[config.mk]
export PLATFORM = sky130hd
export DESIGN_NAME = half_duplex_uart_with_rx_fifo_core
export DESIGN_NICKNAME = d
export VERILOG_FILES = /design/src/hw/rtl/hduart_pkg.sv /design/src/hw/rtl/hduart_fifo.sv /design/src/hw/rtl/half_duplex_uart_with_rx_fifo_core.sv
export SDC_FILE = /design/constraint.sdc
export NUM_CORES = 1
export LEC_CHECK = 0
export BUFFER_PORTS_ARGS = -buffer_cell sky130_fd_sc_hd__clkbuf_2
export CAP_MARGIN = 20
export CELL_PAD_IN_SITES_DETAIL_PLACEMENT = 0
export CELL_PAD_IN_SITES_GLOBAL_PLACEMENT = 2
export CORE_UTILIZATION = 39
export CTS_BUF_LIST = sky130_fd_sc_hd__clkbuf_2 sky130_fd_sc_hd__clkbuf_4 sky130_fd_sc_hd__clkbuf_8
export DETAILED_ROUTE_END_ITERATION = 12
export PLACE_DENSITY = 0.73
export SLEW_MARGIN = 15
export SYNTH_ARGS = -nofsm -noshare
export SYNTH_HDL_FRONTEND = slang
export SYNTH_HIERARCHICAL = 1
export SYNTH_SLANG_ARGS = --single-unit
[constraint.sdc]
create_clock -name clk -period 4.5 [get_ports clk]
set_clock_uncertainty 0.05 [all_clocks]
set_input_delay 0.9 -clock clk [delete_from_list [all_inputs] [get_ports clk]]
set_output_delay 0.9 -clock clk [all_outputs]
set_load 0.01 [all_outputs]
[src/hw/rtl/hduart_pkg.sv]
// Shared types and constants for the half-duplex UART core with receive FIFO.
// Used by hduart_fifo, the core top level and the testbench.
`default_nettype none

package hduart_pkg;

	localparam int FIFO_DEPTH = 16;
	localparam int PTR_W      = (FIFO_DEPTH > 1) ? $clog2(FIFO_DEPTH) : 1;
	localparam int CNT_W      = PTR_W + 1;
	localparam int RX_COUNT_W = 4;

	localparam int TICK_W     = 17;
	localparam int PERIOD_W   = 16;
	localparam int BITCNT_W   = 4;

	localparam logic [BITCNT_W-1:0] LAST_DATA_BIT = 4'd8;
	localparam logic [BITCNT_W-1:0] STOP_BIT      = 4'd9;

	localparam logic [7:0] CH_LF = 8'h0A;
	localparam logic [7:0] CH_CR = 8'h0D;

	localparam logic [PERIOD_W-1:0] BIT_PERIOD_RST   = 16'd1666;
	localparam logic [PERIOD_W-1:0] SAMPLE_OFFS_RST  = 16'd416;
	localparam logic                CRLF_EN_RST      = 1'b1;

	typedef enum logic [1:0] {
		MODE_IDLE = 2'd0,
		MODE_RX   = 2'd1,
		MODE_TX   = 2'd2
	} mode_t;

	typedef enum logic [1:0] {
		OP_TICK = 2'd0,
		OP_SEND = 2'd1,
		OP_READ = 2'd2,
		OP_NOP  = 2'd3
	} op_t;

	// register index, taken from paddr[3:2]
	typedef enum logic [1:0] {
		REG_BIT_PERIOD  = 2'd0,
		REG_SAMPLE_OFFS = 2'd1,
		REG_CRLF_EN     = 2'd2,
		REG_UNUSED      = 2'd3
	} reg_idx_t;

	typedef struct packed {
		logic                  full;
		logic                  empty;
		logic [RX_COUNT_W-1:0] count_n;
	} fifo_stat_t;

endpackage

`default_nettype wire

[src/hw/rtl/hduart_fifo.sv]
// Receive ring FIFO: flop storage, write/read pointers, status for the core.
// Depends on hduart_pkg. Holds at most FIFO_DEPTH-1 bytes.
`default_nettype none

module hduart_fifo
	import hduart_pkg::*;
(
	input  wire logic        clk,
	input  wire logic        arst_n,
	input  wire logic        push,
	input  wire logic [7:0]  push_data,
	input  wire logic        pop,
	output logic      [7:0]  rd_data,
	output fifo_stat_t       stat
);

	logic [7:0]       mem [FIFO_DEPTH];
	logic [7:0]       head_q;
	logic [PTR_W-1:0] wp_q, rp_q;
	logic [PTR_W-1:0] wp_inc, rp_inc, wp_n, rp_n;
	logic [CNT_W-1:0] diff;
	logic             do_push, do_pop;

	assign wp_inc = (wp_q == PTR_W'(FIFO_DEPTH - 1)) ? '0 : wp_q + 1'b1;
	assign rp_inc = (rp_q == PTR_W'(FIFO_DEPTH - 1)) ? '0 : rp_q + 1'b1;

	assign stat.full  = (wp_inc == rp_q);
	assign stat.empty = (wp_q == rp_q);

	assign do_push = push && !stat.full;
	assign do_pop  = pop && !stat.empty;

	assign wp_n = do_push ? wp_inc : wp_q;
	assign rp_n = do_pop  ? rp_inc : rp_q;

	always_comb begin
		if (wp_n >= rp_n) begin
			diff = {1'b0, wp_n} - {1'b0, rp_n};
		end else begin
			diff = {1'b0, wp_n} + CNT_W'(FIFO_DEPTH) - {1'b0, rp_n};
		end
	end
	assign stat.count_n = RX_COUNT_W'(diff);

	assign rd_data = head_q;

	always_ff @(posedge clk) begin
		if (do_push) begin
			mem[wp_q] <= push_data;
		end
	end

	// head of queue, prefetched; a byte pushed into the head slot bypasses the array
	always_ff @(posedge clk) begin
		if (do_push && wp_q == rp_n) begin
			head_q <= push_data;
		end else begin
			head_q <= mem[rp_n];
		end
	end

	always_ff @(posedge clk or negedge arst_n) begin
		if (!arst_n) begin
			wp_q <= '0;
			rp_q <= '0;
		end else begin
			wp_q <= wp_n;
			rp_q <= rp_n;
		end
	end

endmodule

`default_nettype wire

[src/hw/rtl/half_duplex_uart_with_rx_fifo_core.sv]
// Half-duplex single-wire 8N1 UART with receive FIFO; stream in/out, APB config.
// Path from input transfer to result: input register, then result register.
// Throughput: one item per cycle while the result stream is not stalled; the engine state updates in the input stage.
// Reset (arst_n low, async): engine idle, counters zero, line history high,
// FIFO empty, registers at bit_period 1666, first_sample_offset 416, crlf on.
// Depends on hduart_pkg and hduart_fifo.
`default_nettype none

module half_duplex_uart_with_rx_fifo_core
	import hduart_pkg::*;
(
	input  wire logic        clk,
	input  wire logic        arst_n,
	// input stream
	input  wire logic        s_tvalid,
	output logic             s_tready,
	input  wire logic [15:0] s_tdata,  // [0] line_in, [8:1] tx_byte, [15:9] zero
	input  wire logic [1:0]  s_tuser,  // [1:0] op
	// result stream
	output logic             m_tvalid,
	input  wire logic        m_tready,
	output logic      [23:0] m_tdata,  // [0] line_drive_low, [1] send_accepted, [2] busy_res,
	                                   // [10:3] rx_data, [11] rx_valid, [15:12] rx_count,
	                                   // [16] rx_dropped, [23:17] zero
	// configuration
	input  wire logic        psel,
	input  wire logic        penable,
	input  wire logic        pwrite,
	input  wire logic [3:0]  paddr,
	input  wire logic [31:0] pwdata,
	output logic      [31:0] prdata,
	output logic             pready
);

	// configuration registers
	logic [PERIOD_W-1:0] bit_period_q, sample_offs_q;
	logic                crlf_en_q;
	reg_idx_t            reg_idx;

	assign pready  = 1'b1;
	assign reg_idx = reg_idx_t'(paddr[3:2]);

	always_ff @(posedge clk or negedge arst_n) begin
		if (!arst_n) begin
			bit_period_q  <= BIT_PERIOD_RST;
			sample_offs_q <= SAMPLE_OFFS_RST;
			crlf_en_q     <= CRLF_EN_RST;
		end else if (psel && penable && pwrite && pready) begin
			unique case (reg_idx)
				REG_BIT_PERIOD:  bit_period_q  <= pwdata[PERIOD_W-1:0];
				REG_SAMPLE_OFFS: sample_offs_q <= pwdata[PERIOD_W-1:0];
				REG_CRLF_EN:     crlf_en_q     <= pwdata[0];
				default: ;
			endcase
		end
	end

	always_comb begin
		unique case (reg_idx)
			REG_BIT_PERIOD:  prdata = {16'd0, bit_period_q};
			REG_SAMPLE_OFFS: prdata = {16'd0, sample_offs_q};
			REG_CRLF_EN:     prdata = {31'd0, crlf_en_q};
			default:         prdata = '0;
		endcase
	end

	// input register
	logic       valid_s1;
	op_t        op_s1;
	logic       line_s1;
	logic [7:0] byte_s1;
	logic       advance;

	assign advance  = valid_s1 && (!m_tvalid || m_tready);
	assign s_tready = !valid_s1 || advance;

	always_ff @(posedge clk or negedge arst_n) begin
		if (!arst_n) begin
			valid_s1 <= 1'b0;
		end else if (s_tready) begin
			valid_s1 <= s_tvalid;
		end
	end

	always_ff @(posedge clk) begin
		if (s_tready && s_tvalid) begin
			op_s1   <= op_t'(s_tuser);
			line_s1 <= s_tdata[0];
			byte_s1 <= s_tdata[8:1];
		end
	end

	// engine state
	mode_t               mode_q, mode_n;
	logic [TICK_W-1:0]   tick_q, tick_n;
	logic [BITCNT_W-1:0] bc_q, bc_n, bc_inc;
	logic [7:0]          sh_q, sh_n;
	logic                plf_q, plf_n;
	logic                prev_q, prev_n;
	logic                accepted, push, pop, dropped;
	logic [7:0]          tx_load;
	fifo_stat_t          fstat;
	logic [7:0]          fifo_rd;

	hduart_fifo u_fifo (
		.clk       (clk),
		.arst_n    (arst_n),
		.push      (push),
		.push_data (sh_q),
		.pop       (pop),
		.rd_data   (fifo_rd),
		.stat      (fstat)
	);

	assign bc_inc  = bc_q + 1'b1;
	assign tx_load = (crlf_en_q && byte_s1 == CH_LF) ? CH_CR : byte_s1;

	// next state
	always_comb begin
		mode_n   = mode_q;
		tick_n   = tick_q;
		bc_n     = bc_q;
		sh_n     = sh_q;
		plf_n    = plf_q;
		prev_n   = prev_q;
		accepted = 1'b0;
		push     = 1'b0;
		pop      = 1'b0;
		dropped  = 1'b0;
		if (advance) begin
			case (op_s1)
				OP_TICK: begin
					prev_n = line_s1;
					unique case (mode_q)
						MODE_IDLE: begin
							if (prev_q && !line_s1) begin
								mode_n = MODE_RX;
								tick_n = TICK_W'(sample_offs_q) + TICK_W'(bit_period_q);
								bc_n   = '0;
								sh_n   = '0;
							end
						end
						MODE_RX: begin
							if (tick_q <= TICK_W'(1)) begin
								if (bc_inc <= LAST_DATA_BIT) begin
									bc_n   = bc_inc;
									sh_n   = {line_s1, sh_q[7:1]};
									tick_n = TICK_W'(bit_period_q);
								end else begin
									// stop sample: store byte, or drop when FIFO is full
									push    = !fstat.full;
									dropped = fstat.full;
									mode_n  = MODE_IDLE;
									tick_n  = '0;
									bc_n    = '0;
								end
							end else begin
								tick_n = tick_q - 1'b1;
							end
						end
						MODE_TX: begin
							if (tick_q <= TICK_W'(1)) begin
								if (bc_q >= STOP_BIT) begin
									if (plf_q) begin
										plf_n  = 1'b0;
										sh_n   = CH_LF;
										bc_n   = '0;
										tick_n = TICK_W'(bit_period_q);
									end else begin
										mode_n = MODE_IDLE;
										tick_n = '0;
										bc_n   = '0;
									end
								end else begin
									bc_n   = bc_inc;
									tick_n = TICK_W'(bit_period_q);
								end
							end else begin
								tick_n = tick_q - 1'b1;
							end
						end
						default: ;
					endcase
				end
				OP_SEND: begin
					if (mode_q == MODE_IDLE) begin
						accepted = 1'b1;
						plf_n    = crlf_en_q && byte_s1 == CH_LF;
						sh_n     = tx_load;
						bc_n     = '0;
						tick_n   = TICK_W'(bit_period_q);
						mode_n   = MODE_TX;
					end
				end
				OP_READ: pop = !fstat.empty;
				default: ;
			endcase
		end
	end

	always_ff @(posedge clk or negedge arst_n) begin
		if (!arst_n) begin
			mode_q <= MODE_IDLE;
			tick_q <= '0;
			bc_q   <= '0;
			sh_q   <= '0;
			plf_q  <= 1'b0;
			prev_q <= 1'b1;
		end else begin
			mode_q <= mode_n;
			tick_q <= tick_n;
			bc_q   <= bc_n;
			sh_q   <= sh_n;
			plf_q  <= plf_n;
			prev_q <= prev_n;
		end
	end

	// result fields, taken from the updated state
	logic                  drive_low, busy;
	logic [BITCNT_W-1:0]   bit_idx;
	logic [7:0]            rx_data;
	logic [RX_COUNT_W-1:0] rx_count;

	always_comb begin
		bit_idx   = bc_n - 1'b1;
		drive_low = 1'b0;
		if (mode_n == MODE_TX) begin
			if (bc_n == '0) begin
				drive_low = 1'b1;  // start bit
			end else if (bc_n <= LAST_DATA_BIT) begin
				drive_low = !sh_n[bit_idx[2:0]];
			end
		end
		busy     = (mode_n != MODE_IDLE);
		rx_data  = pop ? fifo_rd : 8'd0;
		rx_count = fstat.count_n;
	end

	// result register
	logic        m_valid_q;
	logic [23:0] m_data_q;

	always_ff @(posedge clk or negedge arst_n) begin
		if (!arst_n) begin
			m_valid_q <= 1'b0;
		end else if (!m_valid_q || m_tready) begin
			m_valid_q <= valid_s1;
		end
	end

	always_ff @(posedge clk) begin
		if (advance) begin
			m_data_q <= {7'd0, dropped, rx_count, pop, rx_data, busy, accepted, drive_low};
		end
	end

	assign m_tvalid = m_valid_q;
	assign m_tdata  = m_data_q;

endmodule

`default_nettype wire

==> flow_summary.json <==
{
  "drtAntennaViolNets": 0,
  "cts_inserted_buffers": 42,
  "die_w_um": 180,
  "multiInputGateArea_mm2": 0.00524,
  "hold_violations": 0,
  "drt_iter0_drc": 579,
  "diodes": 0,
  "worstPathArrival_ns": 4.28,
  "cts.path.max_buffers": 3,
  "fp.coreArea_mm2": 0.0308,
  "die_h_um": 180,
  "io_pins": 120,
  "critical_path_required_ns": 4.77,
  "dr.pass1.iters": 9,
  "finalSetupTns_ns": 0,
  "via_count": 8232,
  "slowest_delay_ns": 0.45,
  "numClockSinks": 236,
  "synth-seq-cells": 236,
  "post-route-util": 0.459,
  "worstPathMaxFanout": 5,
  "grt.total_usage": 0.190,
  "max_cap_viol_count": 0,
  "dpl_worst_slack_ns": 0.468,
  "maxClockFrequency_mhz": 249,
  "setup-violations-final": 0,
  "crit_top_cell": "xnor2_1",
  "hp-class": "in2async",
  "root_buffer": "clkbuf_8",
  "layout.nets": 1187,
  "clk_pin_slew_ns": 0.07,
  "syn2layout_area_growth_pct": 14.7,
  "first_global_vias": 8248,
  "violations": "DRC",
  "ctsResizeCount": 0,
  "crit_slowest_cell": "dfrtp_1",
  "synth_cell_types": 97,
  "initial_utilization": 0.400,
  "area.sequential_mm2": 0.00668,
  "dieArea_mm2": 0.0323,
  "async_reset_ff_frac": 0.322,
  "clock_latency_ns": 0.56,
  "cts_max_level": 2,
  "n_fill_cell": 2850,
  "wl_per_cell_um": 19.8,
  "fin_ws_ns": 0.481,
  "ys_warn_count": 6,
  "via_per_inst": 5.42,
  "cp-end-kind": "register",
  "place_congestion": 0.815,
  "syn_inst": 976,
  "overflow": 0,
  "irDropWorstVdd_mv": 0.253,
  "avgSynthCellArea_um2": 12.6,
  "cts_setup_buffers": 0,
  "yosysSeqAreaShare": 0.541,
  "synth_edf_count": 156,
  "rows": 64,
  "synth_ff_type": "edfxtp_1",
  "syn_area_mm2": 0.0123,
  "critical_path.cell_chain": "ha_1 > nand2b_1 > o221ai_1 > nand3_1 > or3_1 > nor3_1 > nor2b_1 > nand2_1 > xnor2_1 > ha_1 > a21oi_1 > xnor2_1 > xnor2_1",
  "routed_wl_um": 30100,
  "power_density_mw_per_mm2": 534,
  "p_leak_nw": 5.41,
  "whs_ns": 0.315,
  "critical_path_class": "reg2reg",
  "outcome": "complete, but fails checks",
  "maxSlewViolCount": 0,
  "grt_pass1_wl_um": 47800,
  "tightest_slew_ns": 0.882,
  "port_buffers": 70,
  "grt_max_degree": 44,
  "fin_crit_sh": 0.893,
  "cts_hold_buf": 0,
  "dpl.hpwl_um": 21000,
  "drc": 9,
  "drive_gt1_frac": 0.272,
  "startpoint_type": "register",
  "rsz0062_at_grt": "no",
  "maxSlewHeadroom": 0.412,
  "antenna_found_initial": 0,
  "fin_crit_ns": 4.02,
  "cts_tree": "built"
}
layout by cell type, fill, tap and decap left out, types with 34 or more instances in the layout:
| cell | count |
|---|---|
| edfxtp_1 | 156 |
| nor2_1 | 81 |
| clkbuf_2 | 69 |
| dfrtp_1 | 67 |
| nand2_1 | 60 |
| o21ai_0 | 52 |
| buf_4 | 48 |
| clkbuf_8 | 47 |
| mux4_2 | 40 |
| inv_1 | 37 |
| mux2_2 | 36 |
| a21oi_1 | 34 |
| ha_1 | 34 |
synthesized netlist by cell type, types with 6 or more instances:
cell type / number / area share
o31ai_1: 9 / 0.0055
nor2_1: 81 / 0.025
o21ai_0: 52 / 0.021
xor2_1: 17 / 0.012
buf_4: 25 / 0.015
edfxtp_1: 156 / 0.38
a21oi_1: 34 / 0.014
nand3_1: 15 / 0.0061
nand2_1: 60 / 0.018
ha_1: 34 / 0.034
a31oi_1: 8 / 0.0041
mux4_2: 40 / 0.073
nor3_1: 20 / 0.0081
inv_1: 37 / 0.011
a21o_1: 7 / 0.0043
mux2i_1: 22 / 0.018
dfstp_2: 9 / 0.019
nor3b_1: 7 / 0.0043
a211oi_1: 6 / 0.0037
xnor2_1: 17 / 0.012
o22ai_1: 6 / 0.0030
a221oi_1: 6 / 0.0043
nand2b_1: 15 / 0.0076
buf_1: 6 / 0.0018
dfrtp_1: 67 / 0.14
clkbuf_1: 28 / 0.0085
and2_1: 13 / 0.0066
buf_2: 6 / 0.0024
nand3b_1: 6 / 0.0037
nor2b_1: 7 / 0.0035
mux2_2: 36 / 0.033
nor4_1: 7 / 0.0035
area by class of cell:
cell class,count,share of cell area
clock buffer,60,0.0526
clock inverter,15,0.00964
inverter,38,0.0101
multi-input combinational,656,0.370
sequential,236,0.472
tap,396,0.0350
timing repair buffer,117,0.0499
registers in the layout, summed over array words and instances (netlist names), named ones only:
name	count
u_fifo/mem	128
m_tdata	17
tick_q	17
bit_period_q	16
sample_offs_q	16
byte_s1	8
sh_q	8
bc_q	4
u_fifo/rp_q	4
u_fifo/wp_q	4
mode_q	2
op_s1	2
crlf_en_q	1
line_s1	1
m_tvalid	1
plf_q	1
prev_q	1
valid_s1	1
cell families after synthesis:
family / after synthesis / synth area share
xor gates and xnor gates: 35 / 0.0264
buffers and inverters: 106 / 0.0420
AOI/OAI and AO/OA: 193 / 0.111
muxes: 102 / 0.129
and+or+nand+nor: 267 / 0.114
other: 2 / 0.000609
DFF: 236 / 0.541
adders and majority gates: 35 / 0.0361
worst max-delay path, delay by kind of cell, from the launching register on:
| family | cells | cell delay (ns) |
|---|---|---|
| AND/OR/NAND/NOR | 6 | 1.55 |
| adder cells (fa/ha/maj) | 2 | 0.60 |
| AO/OA/AOI/OAI | 2 | 0.59 |
| XOR/XNOR | 3 | 0.53 |
| flip-flops | 1 | 0.45 |
path summary, 6_finish.rpt:
check	start	cells after the start	endpoint	slack [ns]
setup / recovery	bc_q[1]$_DFF_PN0_	13	m_tdata[15]$_DFFE_PP_	0.48
hold / removal	arst_n	1	plf_q$_DFFE_PN0P_	0.32
setup reg to reg	bc_q[1]$_DFF_PN0_	13	m_tdata[15]$_DFFE_PP_	0.48
hold reg to reg	sample_offs_q[3]$_DFFE_PN0P_	1	sample_offs_q[3]$_DFFE_PN0P_	0.50
max in group asynchronous	arst_n	2	sample_offs_q[8]$_DFFE_PN1P_	3.13
min in group clk	s_tdata[8]	1	byte_s1[7]$_DFFE_PP_	0.47
where the power goes:
part	switching (mW)	leakage (nW)	internal, mW
Combinational	1.30	2.63	1.17
Clock	0.911	0.462	1.19
Sequential	0.422	2.32	2.57
Total	2.64	5.41	4.92
routing by layer:
layer	track usage	vias up	routed length (um)
li1	-	3897	-
met1	0.263	4069	14200
met2	0.306	222	13900
met3	0.0344	44	1460
met4	0.0524	0	618
met5	0	-	0
through the flow:
step	instances	area [um2]	total power [mW]
after floorplan	998	12400	4.79
after global placement	1443	13300	5.53
after detailed placement	1443	13300	5.52
after CTS	1518	14100	7.65
after global routing	1518	14100	8.05
final	1518	14100	7.56
(Power assumes the default switching activity.)
